[config.mk]
export PLATFORM = sky130hd
export DESIGN_NAME = jvm_operand_stack_manipulator
export DESIGN_NICKNAME = d
export VERILOG_FILES = /design/src/hw/rtl/jvm_osm_pkg.sv /design/src/hw/rtl/jvm_operand_stack_manipulator.sv
export SDC_FILE = /design/constraint.sdc
export NUM_CORES = 2
export LEC_CHECK = 0
export BUFFER_PORTS_ARGS = -buffer_cell sky130_fd_sc_hd__buf_2
export CORE_MARGIN = 1
export CORE_UTILIZATION = 56
export DETAILED_ROUTE_END_ITERATION = 12
export GPL_ROUTABILITY_DRIVEN = 1
export PLACE_DENSITY = 0.76
export SYNTH_ARGS = -nofsm -noshare
export SYNTH_HDL_FRONTEND = slang
export SYNTH_SLANG_ARGS = --single-unit
[constraint.sdc]
create_clock -name clk_i -period 4.8 [get_ports clk_i]
set_input_delay 0.96 -clock clk_i [delete_from_list [all_inputs] [get_ports clk_i]]
set_output_delay 0.96 -clock clk_i [all_outputs]
set_load 0.05 [all_outputs]
[src/hw/rtl/jvm_osm_pkg.sv]
// Shared types and codes for the operand stack unit.
// Holds op codes, status codes, entry layout and field widths; no dependencies.
`timescale 1ns / 1ps
`default_nettype none
package jvm_osm_pkg;

  localparam int unsigned DefaultStackDepth = 16;

  localparam int unsigned OpW    = 4;
  localparam int unsigned ValueW = 64;
  localparam int unsigned KindW  = 3;
  localparam int unsigned PcW    = 16;
  localparam int unsigned StatW  = 2;

  // Operation codes
  localparam logic [OpW-1:0] OP_PUSH    = 4'd0;
  localparam logic [OpW-1:0] OP_POP     = 4'd1;
  localparam logic [OpW-1:0] OP_POP2    = 4'd2;
  localparam logic [OpW-1:0] OP_DUP     = 4'd3;
  localparam logic [OpW-1:0] OP_DUP_X1  = 4'd4;
  localparam logic [OpW-1:0] OP_DUP_X2  = 4'd5;
  localparam logic [OpW-1:0] OP_DUP2    = 4'd6;
  localparam logic [OpW-1:0] OP_DUP2_X1 = 4'd7;
  localparam logic [OpW-1:0] OP_DUP2_X2 = 4'd8;
  localparam logic [OpW-1:0] OP_SWAP    = 4'd9;

  // Status codes
  localparam logic [StatW-1:0] STAT_OK        = 2'd0;
  localparam logic [StatW-1:0] STAT_UNDERFLOW = 2'd1;
  localparam logic [StatW-1:0] STAT_OVERFLOW  = 2'd2;

  // Source selectors for rebuilt entries: 0..3 from the top down, or pushed
  localparam logic [2:0] SRC_V1     = 3'd0;
  localparam logic [2:0] SRC_V2     = 3'd1;
  localparam logic [2:0] SRC_V3     = 3'd2;
  localparam logic [2:0] SRC_V4     = 3'd3;
  localparam logic [2:0] SRC_PUSHED = 3'd4;

  typedef struct packed {
    logic              wide;
    logic [KindW-1:0]  kind;
    logic [ValueW-1:0] value;
  } entry_t;

endpackage
`default_nettype wire

[src/hw/rtl/jvm_operand_stack_manipulator.sv]
// Operand stack unit: stack entries in one synchronous memory, sequencer on top.
// Depends on jvm_osm_pkg for op codes, status codes and the entry layout.
// Sequence from the input transaction to the result: read the top entries,
// decide, write the rebuilt entries, read the new top and register the result.
// Throughput: one item at a time; the next input is taken in the cycle after the
// result is registered, which waits while the output is stalled.
// Reset clears the depth and the sequencer; memory contents are left as they are.
`timescale 1ns / 1ps
`default_nettype none
module jvm_operand_stack_manipulator #(
  parameter int unsigned STACK_DEPTH = jvm_osm_pkg::DefaultStackDepth,
  localparam int unsigned DW = $clog2(STACK_DEPTH + 1),
  localparam int unsigned OutTdataW = ((82 + DW + 7) / 8) * 8
) (
  input  wire                   clk_i,
  input  wire                   rst_ni,
  input  wire                   s_axis_tvalid_i,
  output logic                  s_axis_tready_o,
  // op[3:0], push_value[67:4], pc_in[83:68], zero pad[87:84]
  input  wire  [87:0]           s_axis_tdata_i,
  // push_kind[2:0], push_wide[3]
  input  wire  [jvm_osm_pkg::KindW:0] s_axis_tuser_i,
  output logic                  m_axis_tvalid_o,
  input  wire                   m_axis_tready_i,
  // status, pc_next, depth_out, top_value (low bits up), zero pad
  output logic [OutTdataW-1:0]  m_axis_tdata_o,
  // top_kind[2:0], top_wide[3]
  output logic [jvm_osm_pkg::KindW:0] m_axis_tuser_o
);

  localparam int unsigned AW = $clog2(STACK_DEPTH);
  localparam int unsigned CW = DW + 3;

  typedef enum logic [2:0] {
    ST_IDLE, ST_READ, ST_CALC, ST_WRITE, ST_TOP, ST_DONE
  } state_e;

  state_e                         state_q;
  logic [jvm_osm_pkg::OpW-1:0]    op_q;
  jvm_osm_pkg::entry_t            push_q;
  logic [jvm_osm_pkg::PcW-1:0]    pc_q;
  logic [2:0]                     k_q;
  jvm_osm_pkg::entry_t            x_q [4];
  logic [DW-1:0]                  depth_q;
  logic [DW-1:0]                  base_q;
  logic [2:0]                     len_q;
  logic [5:0][2:0]                seq_q;
  logic [jvm_osm_pkg::StatW-1:0]  status_q;

  logic                           m_valid_q;
  logic [jvm_osm_pkg::StatW-1:0]  o_status_q;
  logic [jvm_osm_pkg::PcW-1:0]    o_pc_q;
  logic [DW-1:0]                  o_depth_q;
  jvm_osm_pkg::entry_t            o_top_q;

  // Stack memory
  logic [$bits(jvm_osm_pkg::entry_t)-1:0] stack_mem_q [STACK_DEPTH];
  jvm_osm_pkg::entry_t            rdata_q;
  logic                           rd_en;
  logic [AW-1:0]                  rd_addr;
  logic                           wr_en;
  logic [AW-1:0]                  wr_addr;
  jvm_osm_pkg::entry_t            wr_data;

  // Form decode
  logic [2:0]                     need_c;
  logic [2:0]                     len_c;
  logic [5:0][2:0]                seq_c;
  logic                           under_c;
  logic                           over_c;
  logic [DW-1:0]                  kd;
  logic [DW-1:0]                  rd_pos;
  logic [1:0]                     cap_idx;
  logic [2:0]                     src;

  assign s_axis_tready_o = (state_q == ST_IDLE);
  assign m_axis_tvalid_o = m_valid_q;
  assign m_axis_tdata_o  = OutTdataW'({o_top_q.value, o_depth_q, o_pc_q, o_status_q});
  assign m_axis_tuser_o  = {o_top_q.wide, o_top_q.kind};

  assign kd      = DW'(k_q);
  assign rd_pos  = depth_q - kd - DW'(1);
  assign cap_idx = 2'(k_q - 3'd1);
  assign src     = seq_q[k_q];

  // Drive memory port from the sequencer state
  always_comb begin
    rd_en   = 1'b0;
    rd_addr = rd_pos[AW-1:0];
    if (state_q == ST_READ) begin
      rd_en = (k_q < 3'd4) && (kd < depth_q);
    end else if (state_q == ST_TOP) begin
      rd_en   = (depth_q != '0);
      rd_addr = AW'(depth_q - DW'(1));
    end
    wr_en   = (state_q == ST_WRITE);
    wr_addr = AW'(base_q + DW'(k_q));
    if (src == jvm_osm_pkg::SRC_PUSHED) begin
      wr_data = push_q;
    end else begin
      wr_data = x_q[src[1:0]];
    end
  end

  always_ff @(posedge clk_i) begin
    if (wr_en) begin
      stack_mem_q[wr_addr] <= wr_data;
    end
    if (rd_en) begin
      rdata_q <= stack_mem_q[rd_addr];
    end
  end

  // Choose the form from op and the wide flags of the top entries
  always_comb begin
    need_c = 3'd0;
    len_c  = 3'd0;
    seq_c  = '0;
    unique case (op_q)
      jvm_osm_pkg::OP_PUSH: begin
        len_c    = 3'd1;
        seq_c[0] = jvm_osm_pkg::SRC_PUSHED;
      end
      jvm_osm_pkg::OP_POP: need_c = 3'd1;
      jvm_osm_pkg::OP_POP2: need_c = x_q[0].wide ? 3'd1 : 3'd2;
      jvm_osm_pkg::OP_DUP: begin
        need_c = 3'd1; len_c = 3'd2;
        seq_c[0] = jvm_osm_pkg::SRC_V1; seq_c[1] = jvm_osm_pkg::SRC_V1;
      end
      jvm_osm_pkg::OP_DUP_X1: begin
        need_c = 3'd2; len_c = 3'd3;
        seq_c[0] = jvm_osm_pkg::SRC_V1; seq_c[1] = jvm_osm_pkg::SRC_V2;
        seq_c[2] = jvm_osm_pkg::SRC_V1;
      end
      jvm_osm_pkg::OP_DUP_X2: begin
        if (x_q[1].wide) begin
          need_c = 3'd2; len_c = 3'd3;
          seq_c[0] = jvm_osm_pkg::SRC_V1; seq_c[1] = jvm_osm_pkg::SRC_V2;
          seq_c[2] = jvm_osm_pkg::SRC_V1;
        end else begin
          need_c = 3'd3; len_c = 3'd4;
          seq_c[0] = jvm_osm_pkg::SRC_V1; seq_c[1] = jvm_osm_pkg::SRC_V3;
          seq_c[2] = jvm_osm_pkg::SRC_V2; seq_c[3] = jvm_osm_pkg::SRC_V1;
        end
      end
      jvm_osm_pkg::OP_DUP2: begin
        if (x_q[0].wide) begin
          need_c = 3'd1; len_c = 3'd2;
          seq_c[0] = jvm_osm_pkg::SRC_V1; seq_c[1] = jvm_osm_pkg::SRC_V1;
        end else begin
          need_c = 3'd2; len_c = 3'd4;
          seq_c[0] = jvm_osm_pkg::SRC_V2; seq_c[1] = jvm_osm_pkg::SRC_V1;
          seq_c[2] = jvm_osm_pkg::SRC_V2; seq_c[3] = jvm_osm_pkg::SRC_V1;
        end
      end
      jvm_osm_pkg::OP_DUP2_X1: begin
        if (x_q[0].wide) begin
          need_c = 3'd2; len_c = 3'd3;
          seq_c[0] = jvm_osm_pkg::SRC_V1; seq_c[1] = jvm_osm_pkg::SRC_V2;
          seq_c[2] = jvm_osm_pkg::SRC_V1;
        end else begin
          need_c = 3'd3; len_c = 3'd5;
          seq_c[0] = jvm_osm_pkg::SRC_V2; seq_c[1] = jvm_osm_pkg::SRC_V1;
          seq_c[2] = jvm_osm_pkg::SRC_V3; seq_c[3] = jvm_osm_pkg::SRC_V2;
          seq_c[4] = jvm_osm_pkg::SRC_V1;
        end
      end
      jvm_osm_pkg::OP_DUP2_X2: begin
        if (x_q[0].wide && x_q[1].wide) begin
          need_c = 3'd2; len_c = 3'd3;
          seq_c[0] = jvm_osm_pkg::SRC_V1; seq_c[1] = jvm_osm_pkg::SRC_V2;
          seq_c[2] = jvm_osm_pkg::SRC_V1;
        end else if (x_q[0].wide) begin
          need_c = 3'd3; len_c = 3'd4;
          seq_c[0] = jvm_osm_pkg::SRC_V1; seq_c[1] = jvm_osm_pkg::SRC_V3;
          seq_c[2] = jvm_osm_pkg::SRC_V2; seq_c[3] = jvm_osm_pkg::SRC_V1;
        end else if (x_q[2].wide) begin
          need_c = 3'd3; len_c = 3'd5;
          seq_c[0] = jvm_osm_pkg::SRC_V2; seq_c[1] = jvm_osm_pkg::SRC_V1;
          seq_c[2] = jvm_osm_pkg::SRC_V3; seq_c[3] = jvm_osm_pkg::SRC_V2;
          seq_c[4] = jvm_osm_pkg::SRC_V1;
        end else begin
          need_c = 3'd4; len_c = 3'd6;
          seq_c[0] = jvm_osm_pkg::SRC_V2; seq_c[1] = jvm_osm_pkg::SRC_V1;
          seq_c[2] = jvm_osm_pkg::SRC_V4; seq_c[3] = jvm_osm_pkg::SRC_V3;
          seq_c[4] = jvm_osm_pkg::SRC_V2; seq_c[5] = jvm_osm_pkg::SRC_V1;
        end
      end
      jvm_osm_pkg::OP_SWAP: begin
        need_c = 3'd2; len_c = 3'd2;
        seq_c[0] = jvm_osm_pkg::SRC_V1; seq_c[1] = jvm_osm_pkg::SRC_V2;
      end
      default: begin
        need_c = 3'd0;
        len_c  = 3'd0;
      end
    endcase
    under_c = CW'(depth_q) < CW'(need_c);
    over_c  = (CW'(depth_q) - CW'(need_c) + CW'(len_c)) > CW'(STACK_DEPTH);
  end

  // Sequencer: read top entries, decide, rewrite, read new top, deliver
  always_ff @(posedge clk_i or negedge rst_ni) begin
    if (!rst_ni) begin
      state_q   <= ST_IDLE;
      k_q       <= '0;
      depth_q   <= '0;
      m_valid_q <= 1'b0;
    end else begin
      // drop the result once taken, unless a new one replaces it this cycle
      if (m_valid_q && m_axis_tready_i && (state_q != ST_DONE)) begin
        m_valid_q <= 1'b0;
      end
      unique case (state_q)
        ST_IDLE: begin
          if (s_axis_tvalid_i) begin
            op_q         <= s_axis_tdata_i[3:0];
            push_q.value <= s_axis_tdata_i[67:4];
            push_q.kind  <= s_axis_tuser_i[jvm_osm_pkg::KindW-1:0];
            push_q.wide  <= s_axis_tuser_i[jvm_osm_pkg::KindW];
            pc_q         <= s_axis_tdata_i[83:68];
            k_q          <= '0;
            state_q      <= ST_READ;
          end
        end
        ST_READ: begin
          // capture the entry read in the previous cycle, zero where absent
          if (k_q != 3'd0) begin
            x_q[cap_idx] <= (kd <= depth_q) ? rdata_q : '0;
          end
          if (k_q == 3'd4) begin
            k_q     <= '0;
            state_q <= ST_CALC;
          end else begin
            k_q <= k_q + 3'd1;
          end
        end
        ST_CALC: begin
          len_q  <= len_c;
          seq_q  <= seq_c;
          base_q <= depth_q - DW'(need_c);
          k_q    <= '0;
          if (under_c) begin
            status_q <= jvm_osm_pkg::STAT_UNDERFLOW;
            state_q  <= ST_TOP;
          end else if (over_c) begin
            status_q <= jvm_osm_pkg::STAT_OVERFLOW;
            state_q  <= ST_TOP;
          end else begin
            status_q <= jvm_osm_pkg::STAT_OK;
            depth_q  <= DW'(CW'(depth_q) - CW'(need_c) + CW'(len_c));
            state_q  <= (len_c == 3'd0) ? ST_TOP : ST_WRITE;
          end
        end
        ST_WRITE: begin
          if (k_q == len_q - 3'd1) begin
            state_q <= ST_TOP;
          end else begin
            k_q <= k_q + 3'd1;
          end
        end
        ST_TOP: begin
          state_q <= ST_DONE;
        end
        ST_DONE: begin
          // hold until the output register is free
          if (!m_valid_q || m_axis_tready_i) begin
            m_valid_q  <= 1'b1;
            o_status_q <= status_q;
            o_pc_q     <= pc_q + 16'd1;
            o_depth_q  <= depth_q;
            o_top_q    <= (depth_q != '0) ? rdata_q : '0;
            state_q    <= ST_IDLE;
          end
        end
        default: state_q <= ST_IDLE;
      endcase
    end
  end

endmodule
`default_nettype wire
==> summary.md <==
| Metric | Value |
|---|---|
| First-pass GRT wire length | around 210 mm |
| Via count | around 34000 |
| GRT overflow | 0 |
| GR Util All Layers | between 20 and 25% |
| Antenna cells | 0 |
| Netlist Area Pre-Place | 64300 µm² |
| Syn Nets | around 3700 |
| Max Cap Viol | 0 |
| Row cnt | about 120 |
| Share of cells above drive strength 1 | ~17% |
| Clk root buf | clkbuf_16 |
| Post-Syn Area per Cell | 17.9 µm² |
| Core box area | approximately 110000 µm² |
| H-tree Lvls | 4 |
| Crit share post-route | 86.6% |
| Finish-stage setup viols | 0 |
| Min Tclk post-route | a little over 4000 ps |
| Average wire per cell in the routed design | 25.7 µm |
| VDD IR max | slightly above 1 mV |
| Worst path required time | ~5400 ps |
| Worst-Margin Slew | between 900 and 1000 ps |
| DRC viols | 0 |
| Critical path arrival | 4800 ps |
| DRT Pass-1 Iters | 6 |
| Critical path endpoint category | flip-flop |
| Pre-CTS setup slack | between 600 and 700 ps |
| Initial Util | between 50 and 60% |
| Slew HR | around a third |
| Post-cts resize count | 0 |
| Critical Path Source Type | flip-flop |
| Fin. Hold Viols | 0 |
| Port Buffer Count | between 150 and 200 |
| Kind of critical path | reg2reg |
| Synthesis-to-layout area growth | 13.3% |
| Unique masters post-synth | 58 |
| Syn Inst Count | between 3000 and 4000 |
| Ports | 190 |
| Die Span X | approximately 340 µm |
| Hold crit path type | in2async |
| Skew final | 26.7 ps |
| Post-route ant nets | 0 |
| Fraction of registers with async set/reset | less than 1% |
| Vias in the first global route | between 30000 and 40000 |
| Count leader, synth | edfxtp_1 |
| Post-synth EDFFs | between 1500 and 2000 |
| Final wirelength | 140 mm |
| Register area share after synthesis | around three quarters |
| Area contributors post-synth | edfxtp_1 (76%), a211oi_1 (6.4%), mux2i_1 (4.2%) |
| Power Density | 699 nW/µm² |
| Clock latency at the later pin of the worst-skew pair | 770 ps |
| Antenna violations before repair | 4 |
| CP Max Fanout | 15 |
| Worst setup margin | around 640 ps |
| Layout net count | 3945 |
| # clock sinks | 1637 |
| Die ar. | 116000 µm² |
| DR vias/cell | 6.18 |
| RSZ-0062 raised after global routing | false |
| LEAKAGE | about 0.024 µW |
| Flops & latches, synth | roughly 1600 |
| Dominant cell type by area after synthesis | edfxtp_1 |
| CTS Buf Count | ~160 |
| Synth top area share | about three quarters |
| Post-CTS Hold Fix Bufs | 0 |
| CTS tree | done |
| Post-CTS setup buffer count | 0 |
| Fin Hold WS | a little over 80 ps |
| Detailed Place HPWL | 74.6 mm |
| CTS Buffer Depth | 3 |
| Status | complete, no violations |
| Routability cong. | slightly above 0.8 |
| Max Fclk | approximately 240 MHz |
| Most frequent cells after synthesis | edfxtp_1 (1625), a211oi_1 (548), nor2b_1 (418) |
| Largest net degree at the start of global routing | between 100 and 150 |
| Register clock-pin slew on the reported worst setup and hold paths | roughly 60 ps |
| Slew Limit Fails | 0 |
| Setup TNS | 0 ps |
| Drt initial violations | around 3700 |
| Die Y | 341 µm |
| Synth Flop Type | edfxtp_1 |
| Yosys warning total | 0 |
[cells in the final DEF (no fill, tap or decap), types with 17 or more instances in the layout]
cell type	netlist	layout
nor2b_1	418	418
mux4_2	69	69
clkinv_1	0	36
ha_1	21	21
buf_2	68	184
nor2_4	0	18
edfxtp_1	1625	1625
nand2_1	41	40
xnor2_1	20	20
inv_1	21	21
mux2i_1	273	273
a211oi_1	548	548
nor2_1	39	21
buf_4	27	56
mux2_2	71	71
or4_1	68	68
clkbuf_16	0	165
clkinv_2	0	26
clkbuf_1	125	31
o21ai_0	17	17
buf_12	0	48
[metrics by stage]
stage	std cells	power [µW]	cell area (µm²)	util (%)
2_1_floorplan	3600	33100	64300	-
6_report	5451	50900	72800	64.4
3_5_place_dp	5161	38800	67700	59.9
4_1_cts	5451	51000	72800	64.4
3_3_place_gp	5161	38200	67700	59.9
5_1_grt	5451	53000	72800	64.4
[worst max-delay path, stage by stage, from the launching register on]
cell       delay (ps)
edfxtp_1          570
or2_2             400
nand2_1           100
a221oi_1           90
a21oi_1           160
ha_1              200
inv_1              70
fa_1              550
inv_1              70
fa_1              550
nand2b_1           90
a2111oi_0         430
o2111ai_1         190
a31oi_1           210
mux2_2            360
[flip-flops by register name, summed over array words and instances (netlist names)]
name,cells
stack_mem_q,1088
x_q,272
push_q,68
rdata_q,68
m_axis_tdata_o,64
o_pc_q,16
pc_q,16
seq_q,9
depth_q,5
o_depth_q,5
base_q,4
m_axis_tuser_o,4
op_q,4
k_q,3
len_q,3
state_q,3
o_status_q,2
status_q,2
m_axis_tvalid_o,1
[cell type report]
class                      instances  area [µm²]
sequential                      1637       49100
fill                            7367       40300
multi-input combinational       1715       14400
clock buffer                     196        4250
timing repair buffer             288        2300
tap                             1500        1880
clock inverter                    94         890
inverter                          21        78.8
[final timing paths]
check / startpoint / cells past startpoint / end / slack (ps)
worst max register to register: op_q[1] / 14 / depth_q[4] / 640
worst min-delay path: rst_ni / 1 / depth_q[3] / 80
worst max-delay path: op_q[1] / 14 / depth_q[4] / 640
min in group clk_i: s_axis_tdata_i[48] / 1 / push_q[44] / 370
worst min register to register: status_q[0] / 0 / o_status_q[0] / 420
max in group asynchronous: rst_ni / 1 / k_q[2] / 4470
[per-layer routing]
layer / global-route usage, % / vias up / wire length [µm]
met5: 0 / - / 27
li1: - / 14900 / -
met2: 38.7 / 1352 / 68300
met4: 7.49 / 4 / 3550
met1: 34.0 / 17200 / 58300
met3: 4.06 / 245 / 9960
[where the power goes]
group | switching, µW | internal [µW] | total [µW]
Combinational | 11700 | 5690 | 17400
Sequential | 678 | 20500 | 21200
Clock | 5210 | 7060 | 12300
Total | 17600 | 33300 | 50900
[cells by family after synthesis]
logic type      after synthesis  share of synthesized area [%]
compound gates              615                           7.06
xor+xnor                     31                          0.422
fa+ha+maj                    25                          0.533
buf+inv                     248                           1.74
flops                      1637                           76.3
mux                         414                           7.94
other cells                   1                        0.00583
simple gates                629                           5.97
Note: power is estimated with default switching activity, not from simulation.
